$ cat src/sv/ped_pkg.sv
// ----------------------------------------------------------------------------
// ped_pkg
// Shared types and constants of the pairwise Euclidean distance block.
// ----------------------------------------------------------------------------
package ped_pkg;

	localparam int MAX_ROWS    = 64;
	localparam int ROW_W       = $clog2(MAX_ROWS);
	localparam int RCNT_W      = ROW_W + 1;
	localparam int MAX_COLS    = 1024;
	localparam int COL_W       = $clog2(MAX_COLS);
	localparam int CCNT_W      = COL_W + 1;
	localparam int SAMPLE_BITS = 16;
	localparam int SQ_W        = 2 * SAMPLE_BITS;
	localparam int SUM_W       = SQ_W + COL_W;
	localparam int DIST_W      = (SUM_W + 1) / 2;
	localparam int REM_W       = DIST_W + 4;
	localparam int ITER_W      = $clog2(DIST_W + 1);
	localparam int CFG_W       = 11;
	localparam int PADDR_W     = 3;

	localparam logic [PADDR_W-1:0] REG_COL_COUNT = '0;

	typedef struct packed {
		logic signed [15:0] value;
		logic               new_set;
	} sample_t;

	typedef struct packed {
		logic [5:0]  this_row;
		logic [5:0]  other_row;
		logic [20:0] distance;
		logic        store_full;
		logic        last;
	} result_t;

	typedef struct packed {
		logic             load;
		logic             st_rd;
		logic             st_wr;
		logic             sum_rd;
		logic             sum_wr;
		logic             diff_en;
		logic             sq_en;
		logic             sqrt_ld;
		logic             first_col;
		logic [ROW_W-1:0] rd_row;
		logic [ROW_W-1:0] wr_row;
		logic [COL_W-1:0] col;
	} dp_cmd_t;

	typedef struct packed {
		logic sqrt_done;
	} dp_stat_t;

endpackage

$ cat src/sv/ped_ctrl.sv
// ----------------------------------------------------------------------------
// ped_ctrl
// Sequencer: row and column counters, compare loop over stored rows and the
// result loop at the end of each row.
// ----------------------------------------------------------------------------
module ped_ctrl import ped_pkg::*; (
	input  logic              clk,
	input  logic              arst_n,
	input  logic              start,
	input  logic              new_set,
	input  logic [CFG_W-1:0]  col_count,
	input  dp_stat_t          stat,
	output dp_cmd_t           cmd,
	output logic              busy,
	output logic              emit,
	output logic              use_root,
	output logic [5:0]        this_row,
	output logic [5:0]        other_row,
	output logic              store_full,
	output logic              last
);

	typedef enum logic [10:0] {
		S_IDLE     = 11'b00000000001,
		S_CMP_RD   = 11'b00000000010,
		S_CMP_DIFF = 11'b00000000100,
		S_CMP_SQ   = 11'b00000001000,
		S_CMP_ACC  = 11'b00000010000,
		S_STORE    = 11'b00000100000,
		S_OUT_RD   = 11'b00001000000,
		S_OUT_LD   = 11'b00010000000,
		S_OUT_SQRT = 11'b00100000000,
		S_OUT_EMIT = 11'b01000000000,
		S_SELF     = 11'b10000000000
	} state_t;

	localparam logic [RCNT_W-1:0] ROWS_FULL = RCNT_W'(MAX_ROWS);
	localparam logic [CCNT_W-1:0] COLS_MAX  = CCNT_W'(MAX_COLS);

	state_t            state_q;
	logic              full_q;
	logic [RCNT_W-1:0] rows_q;
	logic [RCNT_W-1:0] r_q;
	logic [COL_W-1:0]  cpos_q;
	logic [COL_W-1:0]  c_q;
	logic [ROW_W-1:0]  k_q;

	logic [CCNT_W-1:0] cols;
	logic [RCNT_W-1:0] r_n;
	logic [COL_W-1:0]  cpos_n;
	logic              accept;
	logic              row_end;
	logic              k_last;

	always_comb begin
		if (col_count == '0) begin
			cols = CCNT_W'(1);
		end else if (col_count > COLS_MAX) begin
			cols = COLS_MAX;
		end else begin
			cols = col_count;
		end
	end

	assign accept  = start && (state_q == S_IDLE);
	assign r_n     = new_set ? '0 : rows_q;
	assign cpos_n  = new_set ? '0 : cpos_q;
	assign row_end = (CCNT_W'(cpos_q) + 1'b1) >= cols;
	assign k_last  = (k_q == r_q[ROW_W-1:0] - 1'b1);

	always_ff @(posedge clk or negedge arst_n) begin
		if (!arst_n) begin
			state_q <= S_IDLE;
			full_q  <= 1'b0;
			rows_q  <= '0;
			r_q     <= '0;
			cpos_q  <= '0;
			c_q     <= '0;
			k_q     <= '0;
		end else begin
			case (state_q)
				S_IDLE: begin
					full_q <= 1'b0;
					if (accept) begin
						rows_q <= r_n;
						r_q    <= r_n;
						cpos_q <= cpos_n;
						c_q    <= (CCNT_W'(cpos_n) >= cols) ? COL_W'(cols - 1'b1) : cpos_n;
						k_q    <= '0;
						if (r_n != '0 && r_n < ROWS_FULL) begin
							state_q <= S_CMP_RD;
						end else begin
							state_q <= S_STORE;
						end
					end
				end
				S_CMP_RD:   state_q <= S_CMP_DIFF;
				S_CMP_DIFF: state_q <= S_CMP_SQ;
				S_CMP_SQ:   state_q <= S_CMP_ACC;
				S_CMP_ACC: begin
					k_q <= k_q + 1'b1;
					state_q <= k_last ? S_STORE : S_CMP_RD;
				end
				S_STORE: begin
					k_q <= '0;
					if (row_end) begin
						cpos_q <= '0;
						if (r_q == ROWS_FULL) begin
							full_q  <= 1'b1;
							state_q <= S_SELF;
						end else if (r_q == '0) begin
							state_q <= S_SELF;
						end else begin
							state_q <= S_OUT_RD;
						end
					end else begin
						cpos_q  <= cpos_q + 1'b1;
						state_q <= S_IDLE;
					end
				end
				S_OUT_RD:   state_q <= S_OUT_LD;
				S_OUT_LD:   state_q <= S_OUT_SQRT;
				S_OUT_SQRT: begin
					if (stat.sqrt_done) begin
						state_q <= S_OUT_EMIT;
					end
				end
				S_OUT_EMIT: begin
					k_q <= k_q + 1'b1;
					state_q <= k_last ? S_SELF : S_OUT_RD;
				end
				S_SELF: begin
					if (!full_q) begin
						rows_q <= r_q + 1'b1;
					end
					state_q <= S_IDLE;
				end
				default: state_q <= S_IDLE;
			endcase
		end
	end

	always_comb begin
		cmd           = '0;
		cmd.load      = accept;
		cmd.st_rd     = (state_q == S_CMP_RD);
		cmd.sum_rd    = (state_q == S_CMP_RD) || (state_q == S_OUT_RD);
		cmd.diff_en   = (state_q == S_CMP_DIFF);
		cmd.sq_en     = (state_q == S_CMP_SQ);
		cmd.sum_wr    = (state_q == S_CMP_ACC);
		cmd.st_wr     = (state_q == S_STORE) && (r_q != ROWS_FULL);
		cmd.sqrt_ld   = (state_q == S_OUT_LD);
		cmd.first_col = (cpos_q == '0);
		cmd.rd_row    = k_q;
		cmd.wr_row    = r_q[ROW_W-1:0];
		cmd.col       = c_q;
	end

	assign busy       = (state_q != S_IDLE);
	assign emit       = (state_q == S_OUT_EMIT) || (state_q == S_SELF);
	assign use_root   = (state_q == S_OUT_EMIT);
	assign this_row   = full_q ? 6'd0 : 6'(r_q[ROW_W-1:0]);
	assign other_row  = full_q ? 6'd0 : ((state_q == S_SELF) ? 6'(r_q[ROW_W-1:0]) : 6'(k_q));
	assign store_full = full_q;
	assign last       = (state_q == S_SELF);

endmodule

$ cat config.mk
export PLATFORM = sky130hd
export DESIGN_NAME = ped_ctrl
export DESIGN_NICKNAME = d
export VERILOG_FILES = /design/src/sv/ped_pkg.sv /design/src/sv/ped_ctrl.sv
export SDC_FILE = /design/constraint.sdc
export NUM_CORES = 1
export LEC_CHECK = 0
export BUFFER_PORTS_ARGS = -buffer_cell sky130_fd_sc_hd__buf_2
export CAP_MARGIN = 20
export CELL_PAD_IN_SITES_DETAIL_PLACEMENT = 1
export CELL_PAD_IN_SITES_GLOBAL_PLACEMENT = 1
export CORE_UTILIZATION = 31
export CTS_BUF_LIST = sky130_fd_sc_hd__clkbuf_8
export CTS_CLUSTER_DIAMETER = 40
export DETAILED_ROUTE_END_ITERATION = 10
export GPL_TIMING_DRIVEN = 0
export PLACE_DENSITY_LB_ADDON = 0.1
export SLEW_MARGIN = 20
export SYNTH_ARGS = -nofsm -noshare
export SYNTH_HDL_FRONTEND = slang
export SYNTH_SLANG_ARGS = --single-unit
$ cat constraint.sdc
create_clock -name clk -period 4.8 [get_ports clk]
set_input_delay 0.24 -clock clk [delete_from_list [all_inputs] [get_ports clk]]
set_output_delay 0.24 -clock clk [all_outputs]
set_load 0.005 [all_outputs]
; ---- Yosys cells after proc, flatten, opt, wreduce, memory -nomap -nowiden
; Index checks and enable logic that the tools add are counted.
[totals]
elab_cells = 84
out_inout_bits = 48
ff_bits = 52
in_bits = 16
[classes]
eq_ne = 20
magnitude_cmp = 4
n_addsub = 6
reduce_logical = 19
n_mux = 28
[op_table]
columns = operator, count
row1 = 11-bit one-hot mux with 10 select lines, 1
row2 = 11-bit two-way mux, 8
row3 = 10-bit two-way mux, 4
row4 = 6-bit two-way mux, 6
row5 = 7-bit two-way mux, 3
row6 = 10-bit one-hot mux with 2 select lines, 1
row7 = 6-bit one-hot mux with 3 select lines, 1
row8 = 7-bit one-hot mux with 2 select lines, 1
row9 = "10-bit by 1-bit adder with 11-bit output, second input constant", 1
row10 = "11-bit by 1-bit == test with 1-bit output, second input constant", 1
row11 = "11-bit by 10-bit == test with 1-bit output, second input constant", 1
row12 = "11-bit == test, second input constant", 1
row13 = "11-bit by 2-bit == test with 1-bit output, second input constant", 1
row14 = "11-bit by 3-bit == test with 1-bit output, second input constant", 1
row15 = "11-bit by 4-bit == test with 1-bit output, second input constant", 1
row16 = "11-bit by 5-bit == test with 1-bit output, second input constant", 1
row17 = "11-bit by 6-bit == test with 1-bit output, second input constant", 1
row18 = "11-bit by 7-bit == test with 1-bit output, second input constant", 1
row19 = "11-bit by 8-bit == test with 1-bit output, second input constant", 1
row20 = "11-bit by 9-bit == test with 1-bit output, second input constant", 1
row21 = 10-bit by 11-bit greater-or-equal comparator with 1-bit output, 1
row22 = 11-bit greater-or-equal comparator, 1
row23 = "11-bit greater-than comparator, second input constant", 1
row24 = 11-bit logical NOT, 1
row25 = 23 further kinds, 36

; ---- Longest topological paths before layout
; Gate-level depths: netlist of run 1.
[depth]
depth_word = 6
mapped_depth = 13
ltp_nobuf = 12

; ---- Worst setup path before layout of run 1
; OpenSTA, ideal clock, no wires.
[synth_path]
path_type = register -> register
from = register cpos_q[0]
to = register state_q[10]
n_path_buf = 0
t_arrival_ns = 2.638
required_time_ns = 4.661
setup_slack_ns = 2.023
setup_ns = 0.139
path_stages_with_launch = 12
period_less_slack_ns = 2.777
path_cell_list = dfrtp_1 ha_1 nand2_1 nor2_1 and3_1 nor2b_1 or2_2 ha_1 or3_1 a221oi_2 or3_4 o22ai_2
[synth_between]
elab_chain_len = 4
[synth_lines]
columns = element, line_no
row1 = "start, declared", ped_ctrl.sv:44  ; logic [COL_W-1:0] cpos_q;
row2 = "start signal, assigned", ped_ctrl.sv:87  ; cpos_q <= cpos_n;
row3 = "start signal, assigned", ped_ctrl.sv:117  ; cpos_q <= cpos_q + 1'b1;
row4 = 10-bit by 1-bit adder with 11-bit output, ped_ctrl.sv:68  ; assign row_end = (CCNT_W'(cpos_q) + 1'b1) >= cols;
row5 = 11-bit greater-or-equal comparator, ped_ctrl.sv:68
row6 = 11-bit two-way mux, ped_ctrl.sv:106  ; if (row_end) begin
row7 = 11-bit one-hot mux with 10 select lines, ped_ctrl.sv:81  ; case (state_q)
row8 = "end signal, assigned", ped_ctrl.sv:102  ; state_q <= k_last ? S_STORE : S_CMP_RD;
row9 = "end signal, assigned", ped_ctrl.sv:130  ; state_q <= k_last ? S_SELF : S_OUT_RD;
row10 = "end, declared", ped_ctrl.sv:40  ; state_t state_q;
; No other way between the ends.
; A chain may end at the register's enable or synchronous reset.

; ---- Worst setup path after layout of run 1
[layout_path]
from = register cpos_q[3]
to = register cpos_q[1]
[layout_between]
elab_chain_len = 4
[layout_lines]
columns = element, line_no
row1 = 10-bit by 1-bit adder with 11-bit output, ped_ctrl.sv:68
row2 = 11-bit greater-or-equal comparator, ped_ctrl.sv:68
row3 = 10-bit two-way mux, ped_ctrl.sv:106
row4 = 10-bit one-hot mux with 2 select lines, ped_ctrl.sv:81
; No other way between the ends.

==> impl_metrics.yaml, run 1 <==
cts:
  cts_setup_buffers: 0
  clkTransAtPathRegs_ps: 100
  tritoncts: "yes"
  clockRootBuffer: "clkbuf_8"
  clk_latency_ps: 330
  cts_buffer_depth: 2
  cts_buffers: 5
  cts_resized: 0
  clock-sinks: 52
  cts_max_level: 2
routing:
  drt-wirelength-per-cell_um: 16.54
  ant_nets: 0
  wirelength_um: 11860
  first_pass_iters: 4
  drtIter0Drc: 148
  drc: 0
  routed_via_density: 5.067
  vias: 3633
critical_path:
  required_ps: 5060
  r2r_start: "cpos_q[3]"
  arrival_ps: 3640
  path_class: "flip-flop to flip-flop"
  path_max_fanout: 10
  worstSetupStartpointType: "flip-flop"
  crit_start: "cpos_q[3]"
  worstSetupEndpointType: "flip-flop"
floorplan:
  dieHeight_um: 115.5
  pin_count: 64
  coreArea_mm2: 0.01257
  num_rows: 41
  die_w_um: 115.5
  start_util_pct: 31.79
  dieArea_mm2: 0.01334
sta:
  fmax_ghz: 0.2956
  finalHoldViolCount: 0
  fin_skew_ps: 14.39
  fin_setup_tns_ps: 0
  min_period_ps: 3382
  grt_setup_unrepaired: "false"
  finalSetupViolations: 0
  worst_pin_slew_ps: 937.6
  max_slew_margin_pct: 37.50
  min_period_over_period_pct: 70.47
  slew_violations: 0
synth:
  synth_edf_count: 0
  yosysMostFrequentCell: "nand2_1"
  synth-async-reset-ratio_pct: 100.0
  ys_warn_count: 0
  synth_flop_cell: "dfrtp_1"
  ys_ff_latch: 52
  ys_top_cells_by_count: "nand2_1, dfrtp_1, nor2_1"
  synth_top_area_share_pct: 31.94
  synthTopCellsByArea: "dfrtp_1, ha_1, nand2_1, nor2b_1, nand3_1"
  avgSynthCellArea_um2: 8.428
  syn-instance-count: 474
  ys_types: 63
  syn_area_mm2: 0.003995
  synth_seq_area_share_pct: 32.60
  yosysTopAreaCell: "dfrtp_1"
  synth_nets: 517
pwr:
  p_leak_nw: 2.316
  power.density_mw_per_mm2: 286.5
  ir_drop_v: 0.0001128
placed_design:
  hpwl_um: 9320
  io_buffers: 62
  place_congestion: 0.8234
layout:
  seq_area_mm2: 0.001303
  antennaDiodeCount: 0
  utilization_pct: 36.92
  area_growth_syn_to_layout_pct: 16.16
  final_layout_size_suffix_gt1_share_pct: 22.57
  multi_input_comb_area_mm2: 0.002470
  num-nets-final: 587
  final.fill_count: 1528
global_route:
  grt_overflow: 0
  antenna_found_initial: 0
  grt_pass1_vias: 3771
  grt_max_degree: 53
  grt_pass1_wl_um: 19950
  track_usage_pct: 19.30
run_status:
  status: "completed"
hold_path:
  hp-start: "start"
  min_path_type: "input port to flip-flop"
flow_run:
  maxCapViolCount: 0
flip-flops by register name, indices dropped and copies added, names as in the netlist:
signal	count
c_q	10
cpos_q	10
k_q	6
r_q	7
rows_q	7
state_q	11
store_full	1
where the power goes:
part           internal, mW  switching, mW  total (mW)
Sequential            0.472         0.0359       0.508
Combinational         0.203          0.304       0.507
Clock                 0.153          0.161       0.314
area by class of cell:
class,count,area share (%)
Sequential cell,52,28.07
Buffer,28,3.586
Clock buffer,5,1.483
Clock inverter,3,0.8358
Tap cell,172,4.637
Timing Repair Buffer,63,6.956
Multi-Input combinational cell,379,53.22
Inverter,15,1.213
logic make-up after synthesis:
logic type               Yosys count  share of synthesized area [%]
AND/OR/NAND/NOR                  241                          33.20
AO/OA/AOI/OAI                     80                          13.09
flip-flops                        52                          32.60
buffers and inverters             43                          5.574
adder cells (fa/ha/maj)           27                          8.456
XOR/XNOR                          24                          5.261
multiplexers                       7                          1.816
routing by layer:
layer | part of all wire (%) | global-route usage (%) | routed length (um)
met1 | 47 | 24.87 | 5562
met2 | 49 | 33.57 | 5812
met3 | 2.8 | 3.138 | 338
met4 | 1.2 | 4.762 | 145
met5 | 0 | 0 | 0
cells in the final DEF, fill, tap and decap left out, types with 4 or more instances in the layout:
| cell type | count |
|---|---|
| ha_1 | 27 |
| or3_1 | 5 |
| nor2_1 | 30 |
| o211ai_1 | 4 |
| or2_2 | 6 |
| xor2_1 | 10 |
| buf_2 | 68 |
| and3_1 | 10 |
| clkbuf_1 | 9 |
| o221ai_1 | 5 |
| xnor2_1 | 14 |
| o311ai_1 | 6 |
| nor2b_1 | 23 |
| inv_1 | 13 |
| nand3_1 | 25 |
| o21ai_1 | 18 |
| buf_4 | 11 |
| a21o_1 | 4 |
| nor3_1 | 12 |
| a21oi_1 | 17 |
| nand2_1 | 71 |
| nor3_2 | 5 |
| mux2i_1 | 5 |
| o21ai_0 | 10 |
| nand2b_1 | 13 |
| clkbuf_8 | 5 |
| nand4_1 | 6 |
| dfrtp_1 | 51 |
| nor4_1 | 4 |
| and2_1 | 4 |
metrics by stage:
step / hold slack [ps] / area (um2) / power [mW] / setup slack [ps] / std cells
after floorplan: -55.59 / 3995 / 0.8538 / 2023 / 474
after global placement: 469.9 / 4521 / 1.021 / 1404 / 708
after detailed placement: 346.3 / 4523 / 1.032 / 1326 / 708
after CTS: 242.0 / 4641 / 1.355 / 1423 / 717
after global routing: 239.7 / 4641 / 1.432 / 1184 / 717
final: 253.5 / 4641 / 1.329 / 1418 / 717
critical path, stage by stage (launching register included):
cell and delay (ps):
dfrtp_1 330, clkbuf_1 340, nand3_1 160, nor2_1 150, nor2b_1 80, or2_2 310, ha_1 330, a21oi_1 140
o21ai_0 80, o21bai_1 180, a221oi_2 750, o21ai_1 260, o21ai_0 190
repair_timing:
item                                   4_1_cts  5_1_grt
hold buffers                                 1        0
endpoints found under the hold margin       42        0
setup endpoints to repair                    0        0
path summary, 6_finish.rpt:
| check | end | slack [ps] | cells after the start |
|---|---|---|---|
| worst min register to register | c_q[8] | 500 | 2 |
| worst max-delay path | cpos_q[1] | 1420 | 12 |
| min in group asynchronous | k_q[3] | 490 | 2 |
| worst max register to register | cpos_q[1] | 1420 | 12 |
| max in group asynchronous | c_q[6] | 3820 | 2 |
| worst min-delay path | state_q[0] | 250 | 4 |
Power figures use the tool's default switching activity.
==> inputs of run 2 (changes only) <==
--- a/config.mk
+++ b/config.mk
@@ -5,6 +5,7 @@
 export SDC_FILE = /design/constraint.sdc
 export NUM_CORES = 1
 export LEC_CHECK = 0
+export ABC_AREA = 1
 export BUFFER_PORTS_ARGS = -buffer_cell sky130_fd_sc_hd__buf_2
 export CAP_MARGIN = 20
 export CELL_PAD_IN_SITES_DETAIL_PLACEMENT = 1
==> constraint.sdc (replaced) <==
create_clock -name clk -period 3.2 [get_ports clk]
set_input_delay 0.16 -clock clk [delete_from_list [all_inputs] [get_ports clk]]
set_output_delay 0.16 -clock clk [all_outputs]
set_load 0.005 [all_outputs]
==> run 2 against run 1 <==
Sequential power up 83%. Wire length rose by 12%. Core utilization up 0.19 points. Combinational power grew to 3.6 times the previous value. Synthesized cell count increased by 24%. Cell count is 18% higher. Global-route usage up 0.67 points. Critical path type unchanged. Highest routed layer unchanged.
==> impl_metrics.yaml, run 2 <==
hold_path:
  whs_path_depth: 3
  hp-start: "stat"
  holdPathEnd: "state_q[8]"
  min_path_type: "input port to flip-flop"
layout:
  design_area_mm2: 0.004896
  area_growth_syn_to_layout_pct: 17.37
  antennaDiodeCount: 0
  final_layout_size_suffix_gt1_share_pct: 20.33
  final.fill_count: 1699
  largest_register_ffs: 11
  final_common_cell: "nand2_1"
  largestRegisters: "state_q: 11 flops, c_q: 10 flops, cpos_q: 10 flops"
  utilization_pct: 37.12
  num-nets-final: 711
  largest_register: "state_q"
  final_cell_mix: "nand2_1, nor2_1, buf_2"
floorplan:
  dieArea_mm2: 0.01392
  die_w_um: 118
  coreArea_mm2: 0.01319
  dieHeight_um: 118
  start_util_pct: 31.63
  pin_count: 64
  num_rows: 42
synth:
  synth_xor_area_share_pct: 4.409
  synthTopCellsByArea: "dfrtp_1, nand2_1, ha_1, nor2_1, inv_1"
  ys_warn_count: 0
  yosysTopAreaCell: "dfrtp_1"
  ys_ff_latch: 52
  synth_adder_area_share_pct: 8.098
  yosys.area_share.simple_pct: 30.95
  ys_top_cells_by_count: "nand2_1, nor2_1, inv_1"
  synth_flop_cell: "dfrtp_1"
  syn-instance-count: 590
  synth_top_family_by_area: "simple AND/OR/NAND/NOR gates"
  ys_types: 41
  yosysMostFrequentCell: "nand2_1"
  synth_seq_area_share_pct: 31.22
  synth_edf_count: 0
  synth_top_area_share_pct: 30.59
  synth_compound_area_share_pct: 15.30
  synth-async-reset-ratio_pct: 100.0
  synth_mux_area_share_pct: 0.3599
  syn_area_mm2: 0.004172
  avgSynthCellArea_um2: 7.070
  synth_nets: 633
cts:
  clkTransAtPathRegs_ps: 100
  clockRootBuffer: "clkbuf_8"
  cts_buffer_depth: 2
  cts_buffers: 5
  clk_latency_ps: 340
  cts_max_level: 2
  tritoncts: "yes"
  clock-sinks: 52
global_route:
  antenna_found_initial: 0
  grt_pass1_wl_um: 22040
  track_usage_pct: 19.97
  grt_pass1_vias: 4302
  grt_overflow: 0
  grt_max_degree: 53
placed_design:
  io_buffers: 62
  hpwl_um: 10630
  place_area_mm2: 0.004705
  place_congestion: 0.8299
sta:
  fin_skew_ps: 13.24
  finalSetupViolations: 0
  slew_violations: 0
  finalHoldViolCount: 0
  max_slew_margin_pct: 52.51
  fin_setup_tns_ps: 0
  worst_pin_slew_ps: 712.3
  min_period_over_period_pct: 92.45
  grt_setup_unrepaired: "false"
  min_period_ps: 2958
  fmax_ghz: 0.3380
flow_run:
  maxCapViolCount: 0
critical_path:
  crit_slowest_cell: "dfrtp_1"
  path_max_fanout: 8
  critPathMostFrequentCell: "nand2_1"
  r2r_cells: 14
  worstSetupStartpointType: "flip-flop"
  path_class: "flip-flop to flip-flop"
  arrival_ps: 3160
  cpPeakStageDelay_ps: 430
  reg2reg_slack_ps: 240
  r2r_start: "cpos_q[2]"
  reg2reg_to: "state_q[10]"
  required_ps: 3400
  path_cells: "nand3_1 > nor2_1 > nand4_1 > nor2_1 > xor2_1 > ha_1 > nand2_1 > nor2_1 > nand2_1 > nand2_1 > a31oi_4 > nand2_1 > nand3_1 > o21ai_0"
  worstSetupEndpointType: "flip-flop"
routing:
  drt-wirelength-per-cell_um: 15.68
  first_pass_iters: 4
  drc: 0
  drtIter0Drc: 163
  ant_nets: 0
  routed_via_density: 4.922
  vias: 4159
  wirelength_um: 13250
pwr:
  ir_drop_v: 0.0002280
  power.density_mw_per_mm2: 663.8
  total_power_mw: 3.250
  p_leak_nw: 2.595
run_status:
  status: "completed"
-- run 2: cell types whose count changed after synthesis, sizes merged, moves of 13 or more --
| cell | change |
|---|---|
| a21oi | +23 |
| inv | +54 |
| nand2 | +61 |
| nand2b | -13 |
| nor2 | +54 |
| nor2b | -23 |
| o21ai | +25 |
-- run 2: cells by family after synthesis --
group,after synthesis
AOI/OAI and AO/OA,110
xor gates and xnor gates,21
adders and majority gates,27
buffers and inverters,93
DFF,52
muxes,1
and+or+nand+nor,286
-- run 2: per-stage QoR --
stage	hold WS, ps	setup WS, ps	cells
2_1_floorplan	-135.6	729.7	590
3_3_place_gp	466.3	95.82	828
3_5_place_dp	269.5	50.89	828
4_1_cts	123.1	146.3	837
5_1_grt	156.3	18.13	845
6_report	134.1	241.7	845
-- run 2: worst max-delay path: cells and delay by family (launching register included) --
| kind | cells | cell delay, ps |
|---|---|---|
| adders and majority gates | 1 | 300 |
| DFF | 1 | 430 |
| AOI/OAI and AO/OA | 2 | 400 |
| xor gates and xnor gates | 1 | 290 |
| and+or+nand+nor | 10 | 1400 |
-- run 2: worst max path at each step --
stage                     cells past startpoint       from  slack (ps)     endpoint
final                                        14  cpos_q[2]         240  state_q[10]
after global routing                         14  cpos_q[2]          20  state_q[10]
after CTS                                    14  cpos_q[0]         150  state_q[10]
after detailed placement                     13  cpos_q[0]          50  state_q[10]
after global placement                       13  cpos_q[0]         100  state_q[10]
after floorplan                              15  cpos_q[0]         730    cpos_q[0]
-- run 2: power breakdown --
group | switching (mW) | internal [mW] | total, mW
clock network | 0.249 | 0.232 | 0.481
registers | 0.112 | 0.818 | 0.930
logic | 1.17 | 0.666 | 1.84
total | 1.53 | 1.72 | 3.25
-- run 2: routing by layer --
layer  vias up  share of wire, %  track usage, %
li1       2087                 -               -
met1      1999                47           25.03
met2        63                49           35.37
met3        10               2.7           3.101
met4         0               1.4           5.288
met5         -                 0               0
-- run 2: final cells by class --
cell class,count,area (um2),area share (%)
inverters,70,262.8,5.367
clock inverters,3,42.54,0.8689
repair buffers,71,382.9,7.820
clock buffers,5,68.82,1.406
plain buffers,23,140.1,2.862
flip-flops and latches,52,1304,26.63
multi-input cells,445,2475,50.55
well taps,176,220.2,4.498
-- run 2: repair_timing --
| action | in CTS | in global routing |
|---|---|---|
| gates resized for setup | 1 | 1 |
| pin swaps | 0 | 0 |
| buffers inserted | 0 | 8 |
| endpoints found under the hold margin | 51 | 0 |
| endpoints found under the setup margin | 1 | 4 |
| hold buffers | 1 | 0 |
| gates cloned | 0 | 0 |
